==> src/rtl/core/evp_pkg.sv <==
`default_nettype none
package evp_pkg;

    localparam int METRICS     = 4;
    localparam int IDX_W       = 2;
    localparam int HB_IDX      = 1;
    localparam int VAL_W       = 32;
    localparam int VAR_W       = 48;
    localparam int CNT_W       = 16;
    localparam int SCORE_W     = 24;
    localparam int IN_DATA_W   = 152;
    localparam int OUT_DATA_W  = 232;

    localparam logic [15:0] ALPHA_RST = 16'd655;
    localparam logic [15:0] RCNT_RST  = 16'd360;
    localparam logic [31:0] FLOOR_RST = 32'd16384;

    localparam logic [1:0] CFG_ALPHA = 2'd0;
    localparam logic [1:0] CFG_RCNT  = 2'd1;
    localparam logic [1:0] CFG_FLOOR = 2'd2;

    typedef enum logic [1:0] {
        MODE_SEED   = 2'd0,
        MODE_UPDATE = 2'd1,
        MODE_SCORE  = 2'd2,
        MODE_NONE   = 2'd3
    } t_mode;

    typedef enum logic [3:0] {
        ST_IDLE, ST_PREP, ST_U0, ST_U1, ST_U2, ST_U3, ST_U4, ST_U5, ST_U6, ST_U7,
        ST_SC_START, ST_SC_WAIT, ST_NEXT, ST_OUT
    } t_state;

    typedef enum logic [1:0] {
        SD_IDLE, SD_ROOT, SD_DIV
    } t_sd_state;

endpackage
`default_nettype wire

==> src/rtl/core/evp_mul.sv <==
`default_nettype none
module evp_mul (
    input  wire logic        i_clk,
    input  wire logic [31:0] i_a,
    input  wire logic [31:0] i_b,
    output logic      [63:0] o_p
);
    logic [63:0] r_p;

    always_ff @(posedge i_clk) begin
        r_p <= {32'd0, i_a} * {32'd0, i_b};
    end

    assign o_p = r_p;
endmodule
`default_nettype wire

==> src/rtl/core/evp_sqdiv.sv <==
`default_nettype none
// floor(sqrt(var)) by bit pairs, then |d|*256 / root by restoring division
module evp_sqdiv (
    input  wire logic        i_clk,
    input  wire logic        i_rst_n,
    input  wire logic        i_start,
    input  wire logic [47:0] i_var,
    input  wire logic [31:0] i_ad,
    output logic             o_done,
    output logic      [39:0] o_quot
);
    evp_pkg::t_sd_state r_state, n_state;
    logic [47:0] r_rad;
    logic [26:0] r_rem;
    logic [23:0] r_root;
    logic [39:0] r_num;
    logic [24:0] r_drem;
    logic [5:0]  r_cnt;
    logic        r_done;
    logic [26:0] w_rem2, w_trial;
    logic [24:0] w_dsh;
    logic        w_last;

    assign w_rem2  = {r_rem[24:0], r_rad[47:46]};
    assign w_trial = {1'b0, r_root, 2'b01};
    assign w_dsh   = {r_drem[23:0], r_num[39]};

    always_comb begin
        n_state = r_state;
        w_last  = 1'b0;
        unique case (r_state)
            evp_pkg::SD_IDLE: if (i_start) n_state = evp_pkg::SD_ROOT;
            evp_pkg::SD_ROOT: if (r_cnt == 6'd23) n_state = evp_pkg::SD_DIV;
            evp_pkg::SD_DIV: begin
                if (r_cnt == 6'd39) begin
                    n_state = evp_pkg::SD_IDLE;
                    w_last  = 1'b1;
                end
            end
            default: n_state = evp_pkg::SD_IDLE;
        endcase
    end

    always_ff @(posedge i_clk) begin
        if (!i_rst_n) begin
            r_state <= evp_pkg::SD_IDLE;
            r_done  <= 1'b0;
            r_cnt   <= '0;
        end else begin
            r_state <= n_state;
            r_done  <= w_last;
            if (r_state == evp_pkg::SD_IDLE ||
                (r_state == evp_pkg::SD_ROOT && r_cnt == 6'd23)) begin
                r_cnt <= '0;
            end else begin
                r_cnt <= r_cnt + 6'd1;
            end
        end
    end

    always_ff @(posedge i_clk) begin
        unique case (r_state)
            evp_pkg::SD_IDLE: begin
                r_rad  <= i_var;
                r_rem  <= '0;
                r_root <= '0;
                r_num  <= {i_ad, 8'd0};
                r_drem <= '0;
            end
            evp_pkg::SD_ROOT: begin
                r_rad <= {r_rad[45:0], 2'b00};
                if (w_rem2 >= w_trial) begin
                    r_rem  <= w_rem2 - w_trial;
                    r_root <= {r_root[22:0], 1'b1};
                end else begin
                    r_rem  <= w_rem2;
                    r_root <= {r_root[22:0], 1'b0};
                end
            end
            evp_pkg::SD_DIV: begin
                if (w_dsh >= {1'b0, r_root}) begin
                    r_drem <= w_dsh - {1'b0, r_root};
                    r_num  <= {r_num[38:0], 1'b1};
                end else begin
                    r_drem <= w_dsh;
                    r_num  <= {r_num[38:0], 1'b0};
                end
            end
            default: r_rad <= r_rad;
        endcase
    end

    assign o_done = r_done;
    assign o_quot = r_num;
endmodule
`default_nettype wire

==> src/rtl/core/ema_variance_profiler.sv <==
`default_nettype none
// Exponential moving mean / variance profiler for four link metrics.
// Input stream: one beat per command. tuser = mode (0 seed, 1 update, 2 score).
// A seed beat loads the means once; a seeded update beat with learning clear
// applies the alpha step to each metric; a score beat returns per-metric
// z-scores in Q15.8. Output stream: exactly one beat per input beat with the
// means, ready mask, every-ready bit, seeded flag and scores.
// Throughput: one command at a time; s_axis_tready is high only when idle, so
// the next beat can be taken in the cycle after the result beat is delivered.
// Processing: seed and ignored beats go straight to the result; an update runs
// 8 steps per metric on the shared 32x32 multiplier (a heartbeat metric with
// under 2 samples is skipped); a score runs 24 root steps and 40 divide steps
// per metric on the shared root/divide unit (a metric that is not ready or whose
// variance is zero or below the floor scores 0 and is skipped).
// The result waits in registers while m_axis_tready is low; no new beat is
// taken until it is delivered.
// Configuration: write enable, index (0 alpha, 1 ready_count, 2 variance_floor)
// and data; write only while idle.
// Reset (synchronous, active low) clears means, variances, counts, flags and
// restores register defaults.
module ema_variance_profiler (
    input  wire logic         i_clk,
    input  wire logic         i_rst_n,
    input  wire logic         i_s_axis_tvalid,
    output logic              o_s_axis_tready,
    // learning, rssi_value, hb_value, reconnect_value, viewer_value,
    // hb_sample_count, zero pad
    input  wire logic [151:0] i_s_axis_tdata,
    // mode
    input  wire logic [1:0]   i_s_axis_tuser,
    output logic              o_m_axis_tvalid,
    input  wire logic         i_m_axis_tready,
    // rssi_mean, hb_mean, reconnect_mean, viewer_mean, ready_mask, every_ready,
    // seeded_flag, rssi_score, hb_score, reconnect_score, viewer_score, zero pad
    output logic      [231:0] o_m_axis_tdata,
    input  wire logic         i_cfg_we,
    input  wire logic [1:0]   i_cfg_idx,
    input  wire logic [31:0]  i_cfg_data
);
    evp_pkg::t_state r_state, n_state;

    logic [15:0] r_alpha, r_rcnt;
    logic [31:0] r_floor;

    logic signed [31:0] r_mean [evp_pkg::METRICS];
    logic [47:0]        r_var  [evp_pkg::METRICS];
    logic [15:0]        r_cnt  [evp_pkg::METRICS];
    logic [evp_pkg::METRICS-1:0] r_ready;
    logic               r_seeded;

    logic signed [31:0] r_x [evp_pkg::METRICS];
    logic signed [23:0] r_score [evp_pkg::METRICS];
    evp_pkg::t_mode     r_mode;
    logic [15:0]        r_hbcnt;
    logic [1:0]         r_idx;

    logic signed [32:0] r_d;
    logic [31:0]        r_ad;
    logic signed [31:0] r_mnew;
    logic [31:0]        r_sq;
    logic [79:0]        r_acc;
    logic [48:0]        r_sum;

    logic [31:0] w_ma, w_mb;
    logic [63:0] w_p;
    logic        w_sd_start, w_sd_done;
    logic [39:0] w_quot;
    logic        w_in_acc;
    logic signed [32:0] w_d;
    logic [16:0] w_b;
    logic signed [49:0] w_sp;
    logic signed [33:0] w_step;
    logic signed [34:0] w_m;
    logic [79:0] w_tsum;
    logic [63:0] w_term;
    logic [47:0] w_term48;
    logic [79:0] w_vsum;
    logic [63:0] w_vres;
    logic [47:0] w_var48;
    logic [15:0] w_cnt;
    logic        w_skip;
    logic signed [23:0] w_sc;

    evp_mul u_mul (
        .i_clk (i_clk),
        .i_a   (w_ma),
        .i_b   (w_mb),
        .o_p   (w_p)
    );

    evp_sqdiv u_sqdiv (
        .i_clk   (i_clk),
        .i_rst_n (i_rst_n),
        .i_start (w_sd_start),
        .i_var   (r_var[r_idx]),
        .i_ad    (r_ad),
        .o_done  (w_sd_done),
        .o_quot  (w_quot)
    );

    assign o_s_axis_tready = (r_state == evp_pkg::ST_IDLE);
    assign o_m_axis_tvalid = (r_state == evp_pkg::ST_OUT);
    assign w_in_acc        = i_s_axis_tvalid && o_s_axis_tready;
    assign w_sd_start      = (r_state == evp_pkg::ST_SC_START);

    assign w_d  = 33'(r_x[r_idx]) - 33'(r_mean[r_idx]);
    assign w_b  = 17'h10000 - {1'b0, r_alpha};

    assign w_sp   = r_d[32] ? -$signed({2'b00, w_p[47:0]}) : $signed({2'b00, w_p[47:0]});
    assign w_step = 34'((w_sp + 50'sd32768) >>> 16);
    assign w_m    = 35'(r_mean[r_idx]) + 35'(w_step);

    assign w_tsum   = r_acc + {16'd0, w_p};
    assign w_term   = w_tsum[79:16];
    assign w_term48 = (w_term[63:48] != 16'd0) ? {48{1'b1}} : w_term[47:0];

    assign w_vsum  = r_acc + {16'd0, w_p};
    assign w_vres  = w_vsum[79:16];
    assign w_var48 = (w_vres[63:48] != 16'd0) ? {48{1'b1}} : w_vres[47:0];
    assign w_cnt   = (r_cnt[r_idx] != 16'hFFFF) ? r_cnt[r_idx] + 16'd1 : r_cnt[r_idx];

    always_comb begin
        w_skip = 1'b0;
        if (r_mode == evp_pkg::MODE_UPDATE) begin
            w_skip = (r_idx == 2'(evp_pkg::HB_IDX)) && (r_hbcnt < 16'd2);
        end else begin
            w_skip = !r_ready[r_idx] || (r_var[r_idx] < {16'd0, r_floor}) ||
                     (r_var[r_idx] == 48'd0);
        end
    end

    always_comb begin
        if (w_quot > 40'd8388607) begin
            w_sc = r_d[32] ? -24'sd8388608 : 24'sd8388607;
        end else if (r_d[32]) begin
            w_sc = -$signed(w_quot[23:0]);
        end else begin
            w_sc = $signed(w_quot[23:0]);
        end
    end

    always_comb begin
        w_ma = '0;
        w_mb = '0;
        case (r_state)
            evp_pkg::ST_U0: begin w_ma = r_ad;            w_mb = {16'd0, r_alpha}; end
            evp_pkg::ST_U1: begin w_ma = r_ad;            w_mb = r_ad;             end
            evp_pkg::ST_U2: begin w_ma = w_p[63:32];      w_mb = {16'd0, r_alpha}; end
            evp_pkg::ST_U3: begin w_ma = r_sq;            w_mb = {16'd0, r_alpha}; end
            evp_pkg::ST_U5: begin w_ma = {15'd0, r_sum[48:32]}; w_mb = {15'd0, w_b}; end
            evp_pkg::ST_U6: begin w_ma = r_sum[31:0];     w_mb = {15'd0, w_b};     end
            default: begin w_ma = '0; w_mb = '0; end
        endcase
    end

    always_comb begin
        n_state = r_state;
        unique case (r_state)
            evp_pkg::ST_IDLE: begin
                if (w_in_acc) begin
                    if (i_s_axis_tuser == evp_pkg::MODE_SCORE ||
                        (i_s_axis_tuser == evp_pkg::MODE_UPDATE && !i_s_axis_tdata[0] &&
                         r_seeded)) begin
                        n_state = evp_pkg::ST_PREP;
                    end else begin
                        n_state = evp_pkg::ST_OUT;
                    end
                end
            end
            evp_pkg::ST_PREP: begin
                if (w_skip) n_state = evp_pkg::ST_NEXT;
                else if (r_mode == evp_pkg::MODE_UPDATE) n_state = evp_pkg::ST_U0;
                else n_state = evp_pkg::ST_SC_START;
            end
            evp_pkg::ST_U0: n_state = evp_pkg::ST_U1;
            evp_pkg::ST_U1: n_state = evp_pkg::ST_U2;
            evp_pkg::ST_U2: n_state = evp_pkg::ST_U3;
            evp_pkg::ST_U3: n_state = evp_pkg::ST_U4;
            evp_pkg::ST_U4: n_state = evp_pkg::ST_U5;
            evp_pkg::ST_U5: n_state = evp_pkg::ST_U6;
            evp_pkg::ST_U6: n_state = evp_pkg::ST_U7;
            evp_pkg::ST_U7: n_state = evp_pkg::ST_NEXT;
            evp_pkg::ST_SC_START: n_state = evp_pkg::ST_SC_WAIT;
            evp_pkg::ST_SC_WAIT: if (w_sd_done) n_state = evp_pkg::ST_NEXT;
            evp_pkg::ST_NEXT: begin
                if (r_idx == 2'(evp_pkg::METRICS - 1)) n_state = evp_pkg::ST_OUT;
                else n_state = evp_pkg::ST_PREP;
            end
            evp_pkg::ST_OUT: if (i_m_axis_tready) n_state = evp_pkg::ST_IDLE;
            default: n_state = evp_pkg::ST_IDLE;
        endcase
    end

    always_ff @(posedge i_clk) begin
        if (!i_rst_n) begin
            r_state  <= evp_pkg::ST_IDLE;
        end else begin
            r_state  <= n_state;
        end
    end

    always_ff @(posedge i_clk) begin
        if (!i_rst_n) begin
            r_alpha  <= evp_pkg::ALPHA_RST;
            r_rcnt   <= evp_pkg::RCNT_RST;
            r_floor  <= evp_pkg::FLOOR_RST;
            r_ready  <= '0;
            r_seeded <= 1'b0;
            r_idx    <= '0;
            for (int i = 0; i < evp_pkg::METRICS; i++) begin
                r_mean[i]  <= '0;
                r_var[i]   <= '0;
                r_cnt[i]   <= '0;
                r_score[i] <= '0;
            end
        end else begin
            if (i_cfg_we) begin
                unique case (i_cfg_idx)
                    evp_pkg::CFG_ALPHA: r_alpha <= i_cfg_data[15:0];
                    evp_pkg::CFG_RCNT:  r_rcnt  <= i_cfg_data[15:0];
                    evp_pkg::CFG_FLOOR: r_floor <= i_cfg_data;
                    default: r_floor <= r_floor;
                endcase
            end
            case (r_state)
                evp_pkg::ST_IDLE: begin
                    r_idx <= '0;
                    if (w_in_acc) begin
                        for (int i = 0; i < evp_pkg::METRICS; i++) r_score[i] <= '0;
                        if (i_s_axis_tuser == evp_pkg::MODE_SEED && !r_seeded) begin
                            r_seeded <= 1'b1;
                            for (int i = 0; i < evp_pkg::METRICS; i++) begin
                                r_mean[i] <= i_s_axis_tdata[1 + 32*i +: 32];
                            end
                        end
                    end
                end
                evp_pkg::ST_U7: begin
                    r_mean[r_idx] <= r_mnew;
                    r_var[r_idx]  <= w_var48;
                    r_cnt[r_idx]  <= w_cnt;
                    if (w_cnt >= r_rcnt) r_ready[r_idx] <= 1'b1;
                end
                evp_pkg::ST_SC_WAIT: if (w_sd_done) r_score[r_idx] <= w_sc;
                evp_pkg::ST_NEXT: r_idx <= r_idx + 2'd1;
                default: r_idx <= r_idx;
            endcase
        end
    end

    always_ff @(posedge i_clk) begin
        if (w_in_acc) begin
            r_mode  <= evp_pkg::t_mode'(i_s_axis_tuser);
            r_hbcnt <= i_s_axis_tdata[144:129];
            for (int i = 0; i < evp_pkg::METRICS; i++) begin
                r_x[i] <= i_s_axis_tdata[1 + 32*i +: 32];
            end
        end
        case (r_state)
            evp_pkg::ST_PREP: begin
                r_d  <= w_d;
                r_ad <= w_d[32] ? 32'(-w_d) : w_d[31:0];
            end
            evp_pkg::ST_U1: begin
                if (w_m > 35'sd2147483647) r_mnew <= 32'sh7FFFFFFF;
                else if (w_m < -35'sd2147483648) r_mnew <= 32'sh80000000;
                else r_mnew <= w_m[31:0];
            end
            evp_pkg::ST_U2: r_sq <= w_p[31:0];
            evp_pkg::ST_U3: r_acc <= {w_p[47:0], 32'd0};
            evp_pkg::ST_U4: begin
                r_sum <= {1'b0, r_var[r_idx]} + {1'b0, w_term48};
                r_acc <= '0;
            end
            evp_pkg::ST_U6: r_acc <= {14'd0, w_p[33:0], 32'd0};
            default: r_sq <= r_sq;
        endcase
    end

    always_comb begin
        o_m_axis_tdata = '0;
        for (int i = 0; i < evp_pkg::METRICS; i++) begin
            o_m_axis_tdata[32*i +: 32]      = r_mean[i];
            o_m_axis_tdata[134 + 24*i +: 24] = r_score[i];
        end
        o_m_axis_tdata[131:128] = r_ready;
        o_m_axis_tdata[132]     = &r_ready;
        o_m_axis_tdata[133]     = r_seeded;
    end
endmodule
`default_nettype wire

==> config.mk <==
export PLATFORM = sky130hd
export DESIGN_NAME = ema_variance_profiler
export DESIGN_NICKNAME = d
export VERILOG_FILES = /design/src/rtl/core/evp_pkg.sv /design/src/rtl/core/evp_mul.sv /design/src/rtl/core/evp_sqdiv.sv /design/src/rtl/core/ema_variance_profiler.sv
export SDC_FILE = /design/constraint.sdc
export NUM_CORES = 2
export LEC_CHECK = 0
export ABC_AREA = 0
export BUFFER_PORTS_ARGS = -buffer_cell sky130_fd_sc_hd__buf_4
export CAP_MARGIN = 10
export CORE_MARGIN = 2
export CORE_UTILIZATION = 25
export CTS_BUF_LIST = sky130_fd_sc_hd__clkbuf_4 sky130_fd_sc_hd__clkbuf_8 sky130_fd_sc_hd__clkbuf_16
export DETAILED_ROUTE_END_ITERATION = 16
export GPL_TIMING_DRIVEN = 0
export SLEW_MARGIN = 20
export SYNTH_ARGS = -nofsm -noshare
export SYNTH_HDL_FRONTEND = slang
export SYNTH_SLANG_ARGS = --single-unit
==> constraint.sdc <==
create_clock -name i_clk -period 10.9 [get_ports i_clk]
set_input_delay 2.18 -clock i_clk [delete_from_list [all_inputs] [get_ports i_clk]]
set_output_delay 2.18 -clock i_clk [all_outputs]
set_load 0.02 [all_outputs]
==> flow_summary.json <==
{
  "fin_nets": 11100,
  "io_pins": 427,
  "numCtsBuffers": 117,
  "syn_inst": 8920,
  "finalHoldViolations": 0,
  "gr-total-overflow": 0,
  "synth_top_area_share_pct": 32.2,
  "hp-class": "register to register",
  "yosys-top-cells-area": "edfxtp_1, fa_1, ha_1",
  "core-area_um2": 365000,
  "fin_ws_ns": 0.189,
  "rows": 222,
  "synth-main-ff-cell": "edfxtp_1",
  "peakVddDrop_mv": 0.174,
  "clk_pin_slew_ns": 0.06,
  "crit_arrival_ns": 11.34,
  "numClockSinks": 1130,
  "cts_root_buf": "clkbuf_16",
  "port-buffer-count": 416,
  "synth.ff_latch_count": 1130,
  "die-area_um2": 371000,
  "crit_path_frequent_cell": "fa_1",
  "drt_wl_total_um": 354000,
  "power_density_nw_per_um2": 237,
  "syn2layout_area_growth_pct": 16.0,
  "finClkSkew_ns": 0.0785,
  "ys_async_sr_fraction_pct": 0,
  "fin_crit_ns": 10.71,
  "design_area_um2": 106000,
  "critical_path_required_ns": 11.53,
  "finalMaxSlewViolations": 0,
  "final_core_util_pct": 29.1,
  "rsz0062_at_grt": "yes",
  "drive_gt1_share_pct": 12.1,
  "antenna_found_initial": 26,
  "tightest_slew_ns": 1.21,
  "htreeDepth": 3,
  "status": "finished clean",
  "dieWidth_um": 609,
  "maxSlewHeadroom_pct": 19.0,
  "yosysSeqAreaShare_pct": 35.4,
  "syn_area_um2": 91500,
  "via_per_inst": 4.98,
  "synth_cell_types": 100,
  "crit_path_max_fanout": 10,
  "start_util_pct": 25.1,
  "gp_congestion": 1.03,
  "drc": 0,
  "finalCritPeriodShare_pct": 98.3,
  "fin_setup_tns_ns": 0,
  "fmax_mhz": 93.4,
  "grt_pass1_vias": 70100,
  "grt_pass1_wl_um": 506000,
  "placed_area_um2": 101000,
  "vias": 72000,
  "worstSkewPairLatency_ns": 0.81,
  "cts_tree": "yes",
  "max_stage_delay_ns": 0.68,
  "ant_nets": 0,
  "slowest_stage": "clkbuf_1",
  "grt_usage_pct": 18.7,
  "wire_per_inst_um": 24.5,
  "hold_depth": 1,
  "dp_slack_ns": -1.57,
  "synth.largest_area_cell": "edfxtp_1",
  "first_iter_violations": 8208,
  "ctsLongestPathBuffers": 3,
  "setup_viol": 0,
  "worstRegToRegCells": 32,
  "grt_max_degree": 103,
  "dp_hpwl_um": 289000,
  "criticalPathCategory": "register to register",
  "p_leak_nw": 45.6,
  "power_mw": 25.2,
  "critPathLaunchType": "register",
  "ys_warn_count": 0,
  "fp.dieH_um": 609,
  "synth-edff-count": 980,
  "endpoint_kind": "register",
  "syn_avg_cell_area_um2": 10.3,
  "dr.pass1.iters": 6,
  "drv_cap": 0
}
[report_power, final]
part | total [mW] | internal [mW] | leakage [nW] | switching [mW]
combinational | 14.4 | 4.61 | 32.4 | 9.80
clock | 4.18 | 2.29 | 1.95 | 1.89
sequential | 6.59 | 5.80 | 11.2 | 0.790
total | 25.2 | 12.7 | 45.6 | 12.5
[layout make-up]
class | count | area [µm²]
fillers | 38300 | 259000
multi-input cells | 6137 | 53200
flip-flops and latches | 1130 | 32400
well taps | 4816 | 6030
inverters | 1213 | 4570
repair buffers | 490 | 3960
clock buffers | 148 | 3230
plain buffers | 413 | 1950
clock inverters | 72 | 714
diodes | 20 | 50.0
[metrics by stage]
step                hold WS [ns]  instances
detailed placement         0.438      14200
floorplan                  0.413       8921
global route               0.467      14400
finish                     0.449      14400
CTS                        0.449      14400
global placement           0.434      14200
[cells by family after synthesis]
logic type | after synthesis | synth area share (%)
mux | 226 | 4.30
simple gates | 2671 | 12.7
flops | 1130 | 35.4
fa+ha+maj | 1418 | 26.8
buf+inv | 1654 | 6.95
compound gates | 1511 | 10.8
other cells | 1 | 0.00410
xor+xnor | 309 | 2.96
[final timing paths]
path                                    start                           to  slack [ns]
hold reg to reg   u_sqdiv.r_cnt[0]$_SDFF_PP0_  u_sqdiv.r_cnt[0]$_SDFF_PP0_        0.45
setup reg to reg      r_state[1]$_SDFFE_PN0P_        u_mul.o_p[61]$_DFF_P_        0.19
hold / removal    u_sqdiv.r_cnt[0]$_SDFF_PP0_  u_sqdiv.r_cnt[0]$_SDFF_PP0_        0.45
setup / recovery      r_state[1]$_SDFFE_PN0P_        u_mul.o_p[61]$_DFF_P_        0.19
[per-layer routing]
layer  GRT usage [%]  share of wire [%]
met1            24.9                 41
met2            29.0                 45
met3            4.31                9.6
met4            8.27                5.1
met5               0              0.032
[placed cells by master (no fill, tap or decap), drive strengths merged, types with 58 or more instances in the layout]
| master | n |
|---|---|
| nand3 | 75 |
| xor2 | 108 |
| ha | 516 |
| buf | 557 |
| a22o | 134 |
| a21o | 178 |
| nor2 | 902 |
| fa | 901 |
| clkinv | 58 |
| dfxtp | 150 |
| nand2 | 1143 |
| mux4 | 129 |
| nor3 | 77 |
| a21oi | 507 |
| o21ai | 248 |
| nor2b | 60 |
| clkbuf | 488 |
| xnor2 | 201 |
| edfxtp | 980 |
| and2 | 84 |
| nand4 | 67 |
| inv | 1214 |
[synthesized netlist by cell type, drive strengths merged, types with 41 or more instances]
cell type / count
or3: 41
nand3: 75
a211oi: 49
mux4: 129
nand4: 67
xnor2: 201
mux2: 46
o21ai: 248
edfxtp: 980
and2: 84
dfxtp: 150
xor2: 108
nand2: 1143
inv: 1207
nor2b: 60
fa: 901
a22o: 134
ha: 516
mux2i: 51
nand2b: 46
nor2: 902
a21oi: 507
buf: 74
a22oi: 55
clkbuf: 367
and3: 45
nor3: 77
a21o: 178
[sequential cells by signal (all words and copies together), names as in the netlist, 24 cells and up, named ones only]
| register | count |
|---|---|
| u_sqdiv.r_root | 24 |
| r_score | 96 |
| r_mean | 128 |
| r_ad | 32 |
| u_sqdiv.r_rem | 25 |
| r_x | 128 |
| r_var | 192 |
| r_sq | 32 |
| u_sqdiv.r_drem | 24 |
| r_mnew | 32 |
| u_sqdiv.o_quot | 40 |
| u_mul.o_p | 64 |
| u_sqdiv.r_rad | 48 |
| r_acc | 48 |
| r_sum | 49 |
| r_floor | 32 |
| r_cnt | 64 |
[what timing repair did]
action	4_1_cts	5_1_grt
resized for setup	144	87
pin swaps	8	9
setup buffers	14	15
endpoints found under the setup margin	33	28
hold buffers	0	0
[critical path, delay by kind of cell (launching register included)]
family | cells | cell delay (ns)
and+or+nand+nor | 7 | 1.99
adders and majority gates | 9 | 4.67
DFF | 1 | 0.33
buffers and inverters | 7 | 1.54
AOI/OAI and AO/OA | 8 | 1.79
xor gates and xnor gates | 1 | 0.17
Power figures use the tool's default switching activity.
